### src/hsc_pkg.sv
// Shared constants, types and bit-mapping functions for the Hamming SEC codec.
package hsc_pkg;

  localparam int MAX_DATA_BITS = 26;
  localparam int DATA_W        = 26;
  localparam int CODE_W        = 31;
  localparam int SYN_W         = 5;
  localparam int STAT_W        = 2;
  localparam int NBITS_W       = 5;
  localparam int RBITS_W       = 3;
  localparam int CFG_DATA_W    = 5;

  localparam logic CFG_PARITY_ODD = 1'b0;
  localparam logic CFG_DATA_BITS  = 1'b1;

  localparam logic KIND_ENCODE = 1'b0;
  localparam logic KIND_DECODE = 1'b1;

  localparam logic [STAT_W-1:0] STAT_OK      = 2'd0;
  localparam logic [STAT_W-1:0] STAT_FIXED   = 2'd1;
  localparam logic [STAT_W-1:0] STAT_UNCORR  = 2'd2;

  typedef struct packed {
    logic               odd;
    logic [RBITS_W-1:0] r;
    logic [NBITS_W-1:0] n;
  } code_cfg_t;

  function automatic logic is_pow2(input int pos);
    return (pos != 0) && ((pos & (pos - 1)) == 0);
  endfunction

  // data bit i goes to the i-th position that is not a power of two
  function automatic logic [CODE_W-1:0] scatter(input logic [DATA_W-1:0] data);
    logic [CODE_W-1:0] w;
    int idx;
    w   = '0;
    idx = 0;
    for (int pos = 1; pos <= CODE_W; pos++) begin
      if (!is_pow2(pos)) begin
        if (idx < DATA_W) begin
          w[pos-1] = data[idx];
        end
        idx++;
      end
    end
    return w;
  endfunction

  function automatic logic [DATA_W-1:0] gather(input logic [CODE_W-1:0] w);
    logic [DATA_W-1:0] data;
    int idx;
    data = '0;
    idx  = 0;
    for (int pos = 1; pos <= CODE_W; pos++) begin
      if (!is_pow2(pos)) begin
        if (idx < DATA_W) begin
          data[idx] = w[pos-1];
        end
        idx++;
      end
    end
    return data;
  endfunction

  // positions covered by parity bit 2^g
  function automatic logic [CODE_W-1:0] group_mask(input int g);
    logic [CODE_W-1:0] m;
    for (int k = 0; k < CODE_W; k++) begin
      m[k] = (((k + 1) >> g) & 1) != 0;
    end
    return m;
  endfunction

endpackage

### src/hsc_parity_tree.sv
// Parity group XOR trees: one syndrome or check bit per parity position.
module hsc_parity_tree
  import hsc_pkg::*;
(
  input  logic [CODE_W-1:0] word,
  input  code_cfg_t         cfg,
  output logic [SYN_W-1:0]  syn
);

  always_comb begin
    for (int g = 0; g < SYN_W; g++) begin
      if (RBITS_W'(g) < cfg.r) begin
        syn[g] = (^(word & group_mask(g))) ^ cfg.odd;
      end else begin
        syn[g] = 1'b0;
      end
    end
  end

endmodule

### src/hamming_sec_codec.sv
// Top level of the Hamming single-error-correcting codec.
// Takes one request per cycle while the output side is ready and returns one result per
// request; the three register stages (mask and map, parity trees, insert check bits or
// correct, then extract data) pass each request on, and each stage holds under
// backpressure while free stages ahead of it keep filling. s_tdata: data_in[25:0],
// code_in[56:26]; s_tuser: kind. m_tdata: code_out[30:0], data_out[56:31],
// syndrome[61:57], status[63:62]. Configuration writes take effect for requests
// accepted after the write and must be made while the pipeline is empty.
module hamming_sec_codec
  import hsc_pkg::*;
(
  input  logic                  clk,
  input  logic                  rst,
  input  logic                  s_tvalid,
  output logic                  s_tready,
  input  logic [63:0]           s_tdata,   // data_in, code_in
  input  logic                  s_tuser,   // kind
  output logic                  m_tvalid,
  input  logic                  m_tready,
  output logic [63:0]           m_tdata,   // code_out, data_out, syndrome, status
  input  logic                  cfg_valid,
  output logic                  cfg_ready,
  input  logic                  cfg_index,
  input  logic [CFG_DATA_W-1:0] cfg_data
);

  logic                  parity_odd;
  logic [CFG_DATA_W-1:0] data_bits;

  logic [NBITS_W-1:0] d_eff;
  code_cfg_t          cfg;
  logic [31:0]        nmask_full;
  logic [31:0]        dmask_full;

  logic              v1, v2, v3;
  logic              kind1, kind2;
  logic [CODE_W-1:0] word1, word2;
  logic [SYN_W-1:0]  syn2;
  logic [SYN_W-1:0]  syn1_calc;
  logic              rdy1, rdy2, rdy3;

  logic [CODE_W-1:0] code3;
  logic [DATA_W-1:0] data3;
  logic [SYN_W-1:0]  syn3;
  logic [STAT_W-1:0] stat3;

  logic [CODE_W-1:0] code_next;
  logic [STAT_W-1:0] stat_next;
  logic [SYN_W-1:0]  syn_next;
  logic [CODE_W-1:0] word1_next;
  logic [DATA_W-1:0] din;
  logic [CODE_W-1:0] cin;

  assign cfg_ready = 1'b1;

  always_ff @(posedge clk) begin
    if (rst) begin
      parity_odd <= 1'b0;
      data_bits  <= CFG_DATA_W'(4);
    end else if (cfg_valid) begin
      case (cfg_index)
        CFG_PARITY_ODD: parity_odd <= cfg_data[0];
        CFG_DATA_BITS:  data_bits  <= cfg_data;
        default: ;
      endcase
    end
  end

  always_comb begin
    if (data_bits == '0) begin
      d_eff = NBITS_W'(1);
    end else if (data_bits > CFG_DATA_W'(MAX_DATA_BITS)) begin
      d_eff = NBITS_W'(MAX_DATA_BITS);
    end else begin
      d_eff = data_bits;
    end
    case (d_eff) inside
      [5'd0:5'd1]:   cfg.r = RBITS_W'(2);
      [5'd2:5'd4]:   cfg.r = RBITS_W'(3);
      [5'd5:5'd11]:  cfg.r = RBITS_W'(4);
      default:       cfg.r = RBITS_W'(5);
    endcase
    cfg.n   = d_eff + NBITS_W'(cfg.r);
    cfg.odd = parity_odd;
  end

  assign nmask_full = (32'd1 << cfg.n) - 32'd1;
  assign dmask_full = (32'd1 << d_eff) - 32'd1;

  assign rdy3     = !v3 || m_tready;
  assign rdy2     = !v2 || rdy3;
  assign rdy1     = !v1 || rdy2;
  assign s_tready = rdy1;

  // stage 1: mask unused bits, map data onto positions for encode requests
  assign din        = s_tdata[25:0] & dmask_full[DATA_W-1:0];
  assign cin        = s_tdata[56:26] & nmask_full[CODE_W-1:0];
  assign word1_next = (s_tuser == KIND_DECODE) ? cin : scatter(din);

  always_ff @(posedge clk) begin
    if (rst) begin
      v1 <= 1'b0;
    end else if (rdy1) begin
      v1 <= s_tvalid;
    end
  end

  always_ff @(posedge clk) begin
    if (rdy1 && s_tvalid) begin
      kind1 <= s_tuser;
      word1 <= word1_next;
    end
  end

  // stage 2: parity trees
  hsc_parity_tree u_tree (
    .word (word1),
    .cfg  (cfg),
    .syn  (syn1_calc)
  );

  always_ff @(posedge clk) begin
    if (rst) begin
      v2 <= 1'b0;
    end else if (rdy2) begin
      v2 <= v1;
    end
  end

  always_ff @(posedge clk) begin
    if (rdy2 && v1) begin
      kind2 <= kind1;
      word2 <= word1;
      syn2  <= syn1_calc;
    end
  end

  // stage 3: insert check bits or correct, then extract data
  always_comb begin
    code_next = word2;
    stat_next = STAT_OK;
    syn_next  = '0;
    if (kind2 == KIND_ENCODE) begin
      for (int g = 0; g < SYN_W; g++) begin
        code_next[(1 << g) - 1] = syn2[g];
      end
    end else begin
      syn_next = syn2;
      if (syn2 == '0) begin
        stat_next = STAT_OK;
      end else if (syn2 <= cfg.n) begin
        code_next = word2 ^ (CODE_W'(1) << (syn2 - SYN_W'(1)));
        stat_next = STAT_FIXED;
      end else begin
        stat_next = STAT_UNCORR;
      end
    end
  end

  always_ff @(posedge clk) begin
    if (rst) begin
      v3 <= 1'b0;
    end else if (rdy3) begin
      v3 <= v2;
    end
  end

  always_ff @(posedge clk) begin
    if (rdy3 && v2) begin
      code3 <= code_next;
      data3 <= gather(code_next);
      syn3  <= syn_next;
      stat3 <= stat_next;
    end
  end

  assign m_tvalid = v3;
  assign m_tdata  = {stat3, syn3, data3, code3};

endmodule
### config.mk
export PLATFORM = sky130hd
export DESIGN_NAME = hamming_sec_codec
export DESIGN_NICKNAME = d
export VERILOG_FILES = /design/src/hsc_pkg.sv /design/src/hsc_parity_tree.sv /design/src/hamming_sec_codec.sv
export SDC_FILE = /design/constraint.sdc
export NUM_CORES = 1
export LEC_CHECK = 0
export ABC_AREA = 1
export BUFFER_PORTS_ARGS = -buffer_cell sky130_fd_sc_hd__buf_4
export CAP_MARGIN = 15
export CORE_UTILIZATION = 50
export DETAILED_ROUTE_END_ITERATION = 16
export MAX_ROUTING_LAYER = met4
export PLACE_DENSITY = 0.72
export RECOVER_POWER = 25
export SLEW_MARGIN = 10
export SYNTH_ARGS = -nofsm -noshare
export SYNTH_HDL_FRONTEND = slang
export SYNTH_HIERARCHICAL = 1
export SYNTH_SLANG_ARGS = --single-unit
export TNS_END_PERCENT = 10
### constraint.sdc
create_clock -name clk -period 7.2 [get_ports clk]
set_clock_uncertainty 0.15 [all_clocks]
set_input_delay 0 -clock clk [delete_from_list [all_inputs] [get_ports clk]]
set_output_delay 0 -clock clk [all_outputs]
set_load 0.01 [all_outputs]
==> results.md, run 1 <==
* Port bufs at 134
* Vias at between 8,000 and 9,000
* Worst Setup SP: data_bits[3]$_SDFFE_PP0P_
* Layout Nets at 1,409
* Final-report hold violation count at 0
* Cell Count, Final, Fillers Out at around 1,600
* Pwr/cell area at 263 nW/um^2
* Mean post-synth cell area at 7.35 um^2
* Placed Cells incl. Taps at 1,446
* Core area at approximately 17,000 um^2
* Commonest cells post-synth: 381 x nand2_1, 137 x inv_1, 120 x nand3_1
* Grt ovf at 0
* Total Routed Length at 23,300 um
* Crit path DAT at around 6000 ps
* CP peak stage delay at 750 ps
* CTS-repair resized insts at 0
* IO Pins at between 100 and 150
* R2r startpoint: data_bits[3]$_SDFFE_PP0P_
* Die height at ~130 um
* Core Util, Final at between 60% and 70%
* Critical-path cell list: nand2_2 > inv_2 > nor2_1 > nor2_1 > inv_1 > nand2_1 > nor2_1 > nor2_1 > ha_1 > fa_1 > inv_1 > o311ai_0 > nand3_1 > nor2_1 > nand3_1 > dlygate4sd3_1 > nand2_1 > dlygate4sd3_1
* Buf/Inv on CP at 5
* Synth top area cells: edfxtp_1 38%, nand2_1 17%, nand3_1 7.1%, inv_1 6.1%, nand4_1 4.0%
* Starting Density at about half
* Post-route setup slack at around 1300 ps
* Vias in the first global route at approximately 7,300
* Max Slew Vio Count at 0
* Ys flop type: edfxtp_1
* First-pass GRT wire length at 36,400 um
* Flop-to-flop setup slack at roughly 1300 ps
* Die X at 132 um
* Die area at around 17,000 um^2
* Seq/Total Area, Yosys at 40.2%
* Total power at 2.78 mW
* Post-Layout Inst Area at 10,600 um^2
* Yosys top cell by area: edfxtp_1
* # setup viols final at 0
* CP max FO at 11
* Levels on crit path at 18
* Root buf cell: clkbuf_16
* Yosys top cell area share at between 30% and 40%
* Area grow syn2layout at 25.2%
* CTS tree: done
* Min Hold Slack at between 40 and 50 ps
* Outcome: completed
* Slew @ Worst Pin at 1420 ps
* Clock slew at reported path FFs at roughly 60 ps
* # rows at between 40 and 50
* Hold_sp: s_tdata[53]
* Peak VDD IR at between 0.15 and 0.2 mV
* Initial antenna violation count at 0
* Async SR Flop Fraction at 0%
* Worst Path Required at between 7000 and 8000 ps
* DPL Wire Length at ~17,000 um
* Post-synth EDFFs at 107
* Drc violations at 0
* Seq cells post-synth at 116
* DRT antenna net count at 0
* Pleak at 5.04 nW
* RSZ-0062 raised after global routing: false
* Via-to-Cell Ratio at between 5 and 6
* Sink Count at approximately 120
* Clock tree buffer depth at 2
* Ant diodes at 0
* Crit share post-route at between 80% and 90%
* CP dominant cell by count: nor2_1
* Final estimated routing congestion in global placement at slightly below 1
* Fmax achieved at ~0.17 GHz
* H-tree depth at 4
* CTS buffer count at 17
* Top-count cell post-synth: nand2_1
* Synth unique cells at 46
* Startpoint types: flop
* Place WS at 2030 ps
* Share of layout cells above drive strength 1 at 14.6%
* Crit. End Element: flop
* Number of warnings issued by yosys at 6
* Largest net degree at the start of global routing at about 60
* Tot GR Track Use at between 20 and 30%
* Minimum clock period at a little under 6000 ps
* Kind of cell adding the most delay to the critical path: simple AND/OR/NAND/NOR gates
* Post-Syn Instances at between 1,000 and 1,500
* Skew-Pair Late Insertion Delay at 420 ps
* CP endpoint: word1[11]$_DFFE_PP_
* Hold WC Path Type: in -> reg
* DR iter-0 viols at ~600
* Reg2reg end: word1[11]$_DFFE_PP_
* Mapped Area at 8440 um^2
* Wire length per cell at approximately 15 um
* Max-Cap Viols at 0
* Post-Route Setup TNS at 0 ps
* Post-DP Area at 9360 um^2
* Crit path kind: reg -> reg
* 1st-pass router iterations at 5
* FF-to-FF path depth at 18
* Slew margin rel. at ~5.2%
* Slowest-stage cell, CP: o311ai_0
-- sequential cells by signal (all words and copies together), names as in the netlist --
name        cells
stat3           2
syn2            5
syn3            5
code3          31
word1          31
v2              1
m_tvalid        1
word2          31
data_bits       5
v1              1
kind2           1
parity_odd      1
kind1           1
-- kinds of logic (layout without fill, tap and decap cells) --
group                    Yosys count  count (layout)  synth area share (%)
AO/OA/AOI/OAI                     73              73                  5.13
XOR/XNOR                          38              38                  3.94
adder cells (fa/ha/maj)            9               9                  1.42
buffers and inverters            211             398                  11.5
flip-flops                       116             116                  40.2
other                              1               2                0.0444
AND/OR/NAND/NOR                  701             701                  37.8
-- metal layers --
metal | routed length, um | vias up | part of all wire [%] | track usage [%]
met5 | 0 | - | 0 | -
met4 | 1060 | 0 | 4.6 | 15.1
met3 | 1290 | 65 | 5.5 | 3.31
met2 | 11000 | 326 | 47 | 45.5
met1 | 9930 | 3653 | 43 | 33.7
li1 | - | 4101 | - | -
-- area by class of cell --
| class | instances | area, um^2 |
|---|---|---|
| clock buffers | 18 | 429 |
| repair buffers | 216 | 1700 |
| multi-input cells | 823 | 4090 |
| flip-flops and latches | 116 | 3390 |
| well taps | 220 | 275 |
| clock inverters | 14 | 111 |
| fillers | 1523 | 5950 |
| inverters | 150 | 568 |
-- cell usage in the layout (no fill, tap or decap), drive strengths merged, types with 5 or more instances in the layout --
master,n
nand3b,9
edfxtp,107
a21oi,21
clkinv,8
nor3,6
clkbuf,57
ha,8
nand2,401
buf,100
o21ai,31
dlygate4sd3,77
clkinvlp,5
xor2,15
dfxtp,9
o22ai,5
nand4,55
inv,150
xnor2,23
nand3,128
o211ai,5
nor2,100
-- worst min-delay path by stage --
stage	to	cells past startpoint
after CTS	word1[27]$_DFFE_PP_	5
after global placement	v2$_SDFFE_PP0P_	2
after global routing	word1[27]$_DFFE_PP_	5
after floorplan	m_tvalid$_SDFFE_PP0P_	1
final	word1[27]$_DFFE_PP_	5
after detailed placement	m_tvalid$_SDFFE_PP0P_	2
-- power breakdown --
| group | switching, mW | internal [mW] |
|---|---|---|
| logic | 0.731 | 0.389 |
| registers | 0.0694 | 0.822 |
| clock network | 0.296 | 0.469 |
| total | 1.10 | 1.68 |
-- timing repair --
item                      4_1_cts  5_1_grt
setup buffers                   0        0
hold endpoints to repair       41        0
hold buffers                   77        0
-- worst register-to-register path, stage by stage, from the launching register on --
cell           delay (ps)
dfxtp_1               450
nand2_2               160
inv_2                  80
nor2_1                720
nor2_1                120
inv_1                 170
nand2_1               180
nor2_1                130
nor2_1                 90
ha_1                  240
fa_1                  590
inv_1                 150
o311ai_0              750
nand3_1               140
nor2_1                260
nand3_1               110
dlygate4sd3_1         630
nand2_1                70
dlygate4sd3_1         550
No activity file was read; power rests on OpenSTA's default activity.
==> run 2: changes to the inputs <==
- PLACE_DENSITY: 0.72 -> 0.75
- clock period: 7.2 -> 5 ns (I/O delays scaled with it)
==> run 2 against run 1 <==
Net effect: register-to-register slack lost 950 ps; routed wire length increased by 0.70%; setup slack worse by 950 ps; via count increased by 1.4%; sequential share of layout area is 0.37 points lower; power grew 45%; critical path type unchanged; critical endpoint is now word1[24]$_DFFE_PP_; largest cell class unchanged; highest routed layer unchanged.
==> results.md, run 2 (synthesis results as in run 1) <==
* Slowest-stage cell, CP: dlygate4sd3_1
* Peak VDD IR at 0.187 mV (-1.9%)
* Largest net degree at the start of global routing at 59 (unchanged)
* 1st-pass router iterations at 5 (unchanged)
* Commonest non-fill, non-tap cell in the layout: nand2_1
* Total Routed Length at 23,500 um (+0.70%)
* Outcome: completed
* CP peak stage delay at 550 ps (-200 ps)
* # setup viols final at 0 (unchanged)
* RSZ-0062 raised after global routing: false
* CP dominant cell by count: nand2_1
* Largest regs: code3 x31, word1 x31, word2 x31
* Crit. End Element: flop
* Die area at 17,400 um^2 (unchanged)
* Pwr/cell area at 376 nW/um^2 (+43%)
* Clock tree buffer depth at 2 (unchanged)
* Post-DP Area at 9450 um^2 (+0.94%)
* Pint at 2.47 mW (+47%)
* FF/Latch Area at 3390 um^2 (about the same)
* Via-to-Cell Ratio at 5.25 (+0.45%)
* Crit path DAT at 4650 ps (-1380 ps)
* Post-Layout Inst Area at 10,700 um^2 (+1.2%)
* Clock slew at reported path FFs at 60 ps (about the same)
* Kind of cell adding the most delay to the critical path: simple AND/OR/NAND/NOR gates
* Buf/Inv on CP at 4 (-1)
* Multi-input logic area at 4110 um^2 (+0.43%)
* Wire length per cell at 14.9 um (-0.20%)
* H-tree depth at 4 (unchanged)
* Fillers at 1,420 (-6.8%)
* Post-Route Setup TNS at 0 ps (unchanged)
* Total power at 4.03 mW (+45%)
* Area grow syn2layout at 26.7%
* Drc violations at 0 (unchanged)
* DRT antenna net count at 0 (unchanged)
* Crit path kind: reg -> reg
* First-pass GRT wire length at 36,900 um (+1.4%)
* CTS tree: done
* IO Pins at 143 (unchanged)
* Tot GR Track Use at 28.1% (+0.22 points)
* Initial antenna violation count at 0 (unchanged)
* Worst Path Required at 5000 ps (-2330 ps)
* Fmax achieved at 0.215 GHz (+27%)
* Slew margin rel. at 26.9% (+22 points)
* Startpoint types: flop
* CTS buffer count at 17 (unchanged)
* Max-Cap Viols at 0 (unchanged)
* Crit share post-route at 92.9% (+11 points)
* Switching power at 1.56 mW (+42%)
* Hold WC Path Type: in -> reg
* Die X at 132 um (unchanged)
* Max Slew Vio Count at 0 (unchanged)
* Slew @ Worst Pin at 1090 ps (-328 ps)
* Commonest cells after routing, fill and taps aside: 380 x nand2_1, 136 x inv_1, 120 x nand3_1
* Core area at 16,500 um^2 (unchanged)
* Starting Density at 51.1% (unchanged)
* DR iter-0 viols at 715 (+18%)
* Flop-to-flop setup slack at 360 ps (-950 ps)
* Minimum clock period at 4640 ps (-1250 ps)
* Ant diodes at 0 (unchanged)
* Final-report hold violation count at 0 (unchanged)
* Logic pwr share at 40.3% (about the same)
* # rows at 47 (unchanged)
* Power share of the sequential group at 31.9% (-0.2 points)
* Skew-Pair Late Insertion Delay at 410 ps (about the same)
* Clk pwr share at 27.8% (+0.3 points)
* CP max FO at 8 (-3)
* Vias in the first global route at 7,467 (+2.9%)
* Pleak at 5.10 nW (+1.2%)
* Sink Count at 116 (unchanged)
* Port bufs at 134 (unchanged)
* Grt ovf at 0 (unchanged)
* DPL Wire Length at 17,200 um (about the same)
* Die height at 132 um (unchanged)
* Final estimated routing congestion in global placement at 0.970 (-2.5%)
* Root buf cell: clkbuf_16
* Sw Share at 38.7% (-0.84 points)
* Layout Nets at 1,423 (+0.99%)
* Share of layout cells above drive strength 1 at 15.5% (+0.96 points)
* Vias at 8,255 (+1.4%)
[run 2: changes by cell type in the layout (fill, tap and decap cells not counted), moves of 2 or more]
cell	delta
clkinvlp_4	-3
dlygate4sd3_1	+2
clkinv_1	+2
inv_6	-2
buf_4	+14
[run 2: final timing paths]
check	start	end	cells after the start
max	data_bits[4]$_SDFFE_PP0P_	word1[24]$_DFFE_PP_	26
min	s_tdata[53]	word1[27]$_DFFE_PP_	5
max reg2reg	data_bits[4]$_SDFFE_PP0P_	word1[24]$_DFFE_PP_	26
min reg2reg	kind1$_DFFE_PP_	kind2$_DFFE_PP_	0
[run 2: power by group through the flow]
stage	Combinational, mW	Clock, mW	Sequential (mW)
finish	1.62	1.12	1.28
global route	1.81	1.17	1.30
CTS	1.59	1.13	1.28
detailed placement	1.51	0	1.30
global placement	1.49	0	1.30
floorplan	1.20	0	1.26
[run 2: through the flow]
step	instances	setup WS, ps	hold slack, ps	util [%]
4_1_cts	1568	23.0	3.98	65.3
2_1_floorplan	1150	926	-80.9	-
3_5_place_dp	1457	398	49.2	57.2
5_1_grt	1571	51.2	7.18	64.7
3_3_place_gp	1457	463	49.5	57.2
6_report	1571	357	24.6	64.7
[run 2: layout make-up]
cell class | count | area share (%)
clock buffer | 19 | 4.05
clock inverter | 13 | 1.09
inverter | 150 | 5.31
multi-input combinational | 823 | 38.4
sequential | 116 | 31.7
tap | 220 | 2.57
timing repair buffer | 230 | 16.8
[run 2: worst reg2reg max path, cell delays in order (launching register included)]
cell and delay, ps:
dfxtp_1 360, nand2_2 100, inv_2 120, nand2_2 120, nand2_1 140, nand2_2 150
nor2_4 160, nand2_1 100, nand2_1 90, nor2_1 40, nor2_1 150, ha_1 220
fa_2 500, inv_2 130, nand2_1 120, nor2_4 130, nand2_2 80, nor2_2 140
inv_1 80, ha_1 230, nand2_2 130, nor2_4 80, nand3_1 80, nand2_1 50
nand3b_1 100, nand2_1 60, dlygate4sd3_1 550
[run 2: layer usage]
metal | share of wire (%) | global-route usage [%] | vias to the layer above
met5 | 0 | - | -
met4 | 4.3 | 14.3 | 0
met3 | 5.9 | 3.50 | 71
met2 | 49 | 47.4 | 354
met1 | 41 | 32.9 | 3694
li1 | - | - | 4136
[run 2: what timing repair did]
item	CTS	global route
hold endpoints to repair	41	0
setup endpoints to repair	0	43
resized for setup	0	6
hold buffers	79	0
setup buffers	0	2
==> run 3: changes to the inputs <==
- PLACE_DENSITY: 0.75 -> 0.76
- SYNTH_HIERARCHICAL: 1 -> unset
==> run 3 against run 2 <==
Net effect: maximum frequency decreased by 2.6%; clock power up 7%; sequential cell count unchanged; critical endpoint is now word1[21]$_DFFE_PP_.
==> results.md, run 3 <==
* Outcome: completed
* Starting Density at 51.0% (-0.12 points)
* Mean post-synth cell area at 8.04 um^2 (+9.4%)
* Seq cells post-synth at 116 (unchanged)
* Number of warnings issued by yosys at 0 (-6)
* Total Routed Length at 22,700 um (-3.4%)
* CP dominant cell by count: nand2_1
* Synth unique cells at 42 (-8.7%)
* Vias at 7,509 (-9.0%)
* Die X at 126 um (-4.3%)
* Ant diodes at 0 (unchanged)
* Top-count cell post-synth: nand2_1
* Final estimated routing congestion in global placement at 0.984 (+1.4%)
* Slew @ Worst Pin at 798 ps (-295 ps)
* Crit share post-route at 95.3% (+2.4 points)
* Skew-Pair Late Insertion Delay at 410 ps (about the same)
* Crit. End Element: flop
* Synth top area cells: edfxtp_1 42%, nand2_1 11%, nand3_1 6.9%, inv_1 4.9%, xnor2_1 4.8%
* R2r startpoint: data_bits[3]$_SDFFE_PP0P_
* Largest net degree at the start of global routing at 59 (unchanged)
* Final-report hold violation count at 0 (unchanged)
* Seq/Total Area, Yosys at 44.0% (+3.8 points)
* CTS buffer count at 17 (unchanged)
* Ys flop type: edfxtp_1
* Largest regs: code3 x31, word1 x31, word2 x31
* H-tree depth at 4 (unchanged)
* Yosys top cell area share at 41.6% (+3.6 points)
* First-pass GRT wire length at 35,900 um (-2.9%)
* DRT antenna net count at 0 (unchanged)
* Peak VDD IR at 0.240 mV (+28%)
* Via-to-Cell Ratio at 5.51 (+4.9%)
* Core area at 15,100 um^2 (-8.3%)
* Sink Count at 116 (unchanged)
* Crit path DAT at 4770 ps (+120 ps)
* Worst hold path depth at 3 (-2)
* CP endpoint: word1[21]$_DFFE_PP_
* Pint at 2.65 mW (+7.3%)
* Total power at 4.25 mW (+5.5%)
* DR iter-0 viols at 860 (+20%)
* Pwr/cell area at 420 nW/um^2 (+12%)
* Power share of the sequential group at 31.1% (-0.8 points)
* Clock tree buffer depth at 2 (unchanged)
* Slew margin rel. at 46.7% (+20 points)
* Layout Nets at 1,245 (-13%)
* Mapped Area at 7720 um^2 (-8.6%)
* Async SR Flop Fraction at 0% (unchanged)
* Reg2reg end: word1[21]$_DFFE_PP_
* Tot GR Track Use at 30.0% (+2.0 points)
* Max-Cap Viols at 0 (unchanged)
* Root buf cell: clkbuf_16
* Post-synth EDFFs at 107 (unchanged)
* Logic pwr share at 40.7% (+0.4 points)
* FF-to-FF path depth at 30 (+15%)
* Wire length per cell at 16.7 um (+11%)
* Flop-to-flop setup slack at 230 ps (-120 ps)
* Share of layout cells above drive strength 1 at 16.9% (+1.3 points)
* Initial antenna violation count at 0 (unchanged)
* # setup viols final at 0 (unchanged)
* Clock slew at reported path FFs at 60 ps (about the same)
* Switching power at 1.60 mW (+2.8%)
* Clk pwr share at 28.2% (+0.4 points)
* Grt ovf at 0 (unchanged)
* Pleak at 4.55 nW (-11%)
* Commonest cells post-synth: 233 x nand2_1, 107 x edfxtp_1, 107 x nand3_1
* Minimum clock period at 4770 ps (+122 ps)
* CTS tree: done
* # rows at 45 (-4.3%)
* Fmax achieved at 0.210 GHz (-2.6%)
* Hold WC Path Type: in -> reg
* Worst Path Required at 5000 ps (about the same)
* Max Slew Vio Count at 0 (unchanged)
* Slowest-stage cell, CP: dlygate4sd3_1
* IO Pins at 143 (unchanged)
* Die area at 15,900 um^2 (-8.4%)
* Worst Setup SP: data_bits[3]$_SDFFE_PP0P_
* CP peak stage delay at 620 ps (+70 ps)
* 1st-pass router iterations at 6 (+1)
* Min Hold Slack at 21.3 ps (-3.27 ps)
* Drc violations at 0 (unchanged)
* DPL Wire Length at 15,800 um (-8.0%)
* Sw Share at 37.6% (-1.0 points)
* Die height at 126 um (-4.3%)
* Commonest cells after routing, fill and taps aside: 231 x nand2_1, 120 x buf_4, 107 x nand3_1, 107 x edfxtp_1, 99 x inv_1
* Area grow syn2layout at 31.2%
* Vias in the first global route at 7,085 (-5.1%)
* Port bufs at 134 (unchanged)
* Yosys top cell by area: edfxtp_1
* Startpoint types: flop
* Commonest non-fill, non-tap cell in the layout: nand2_1
* Crit path kind: reg -> reg
* Post-Syn Instances at 960 (-16%)
* CP max FO at 15 (+7)
-- run 3: cell count changes after synthesis, sizes merged, moves of 10 or more --
| cell | before | now |
|---|---|---|
| xor2 | 15 | 27 |
| nand2 | 401 | 238 |
| o211ai | 5 | 15 |
| nand3 | 128 | 109 |
| inv | 149 | 110 |
| xnor2 | 23 | 42 |
-- run 3: how the worst min path moves through the flow --
stage,start,to,slack [ps]
after floorplan,rst,m_tvalid$_SDFFE_PP0P_,-80
after global placement,rst,v2$_SDFFE_PP0P_,50
after detailed placement,rst,v1$_SDFFE_PP0N_,50
after CTS,s_tdata[6],word1[10]$_DFFE_PP_,20
after global routing,s_tvalid,word1[29]$_DFFE_PP_,50
final,s_tvalid,word1[29]$_DFFE_PP_,20
-- run 3: cell type report --
cell class / instances / area [um^2]
clock buffer: 22 / 454
clock inverter: 10 / 131
fill: 1239 / 5020
inverter: 111 / 417
multi-input combinational: 675 / 3570
sequential: 116 / 3400
tap: 188 / 235
timing repair buffer: 240 / 1930
-- run 3: logic make-up (layout without fill, tap and decap cells) --
kind of cell | after synthesis | after routing | synth area share [%]
other | 1 | 2 | 0.0486
DFF | 116 | 116 | 44.0
adders and majority gates | 8 | 8 | 1.39
xor gates and xnor gates | 69 | 69 | 7.83
and+or+nand+nor | 523 | 523 | 30.3
AOI/OAI and AO/OA | 73 | 73 | 5.88
buffers and inverters | 170 | 383 | 10.6
-- run 3: metrics by stage --
step                      cells  util, %  setup slack, ps  instance area [um^2]  setup TNS, ps
after floorplan             961        -              571                  7720              0
after global placement     1246     57.9              475                  8760              0
after detailed placement   1246     57.9              359                  8760              0
after CTS                  1355     66.8             55.1                 10100              0
after global routing       1362     66.9            -18.4                 10100          -27.9
final                      1362     66.9              234                 10100              0
-- run 3: layer usage --
metal  vias to the layer above  part of all wire, %  routed length, um  GRT usage [%]
met1                      3467                   39               8950           34.4
met3                        67                  6.3               1440           5.06
met4                         0                  3.8                860           13.9
met2                       372                   50              11400           51.3
li1                       3603                    -                  -              -
met5                         -                    0                  0              -
-- run 3: timing repair --
item / CTS / global route
resized for setup: 0 / 16
hold buffers: 77 / 0
buffers inserted: 0 / 4
hold endpoints to repair: 41 / 0
setup endpoints to repair: 0 / 23
-- run 3: worst max-delay path: cells and delay by family, from the launching register on --
family | cells | cell delay (ps)
AOI/OAI and AO/OA | 3 | 330
adders and majority gates | 2 | 600
and+or+nand+nor | 15 | 1460
buffers and inverters | 10 | 1530
DFF | 1 | 410
-- run 3: power by group through the flow --
| stage | clock network (mW) | logic, mW | registers, mW |
|---|---|---|---|
| after floorplan | 0 | 1.22 | 1.29 |
| after global placement | 0 | 1.55 | 1.34 |
| after detailed placement | 0 | 1.58 | 1.34 |
| after CTS | 1.21 | 1.67 | 1.32 |
| after global routing | 1.26 | 1.91 | 1.33 |
| final | 1.20 | 1.73 | 1.32 |
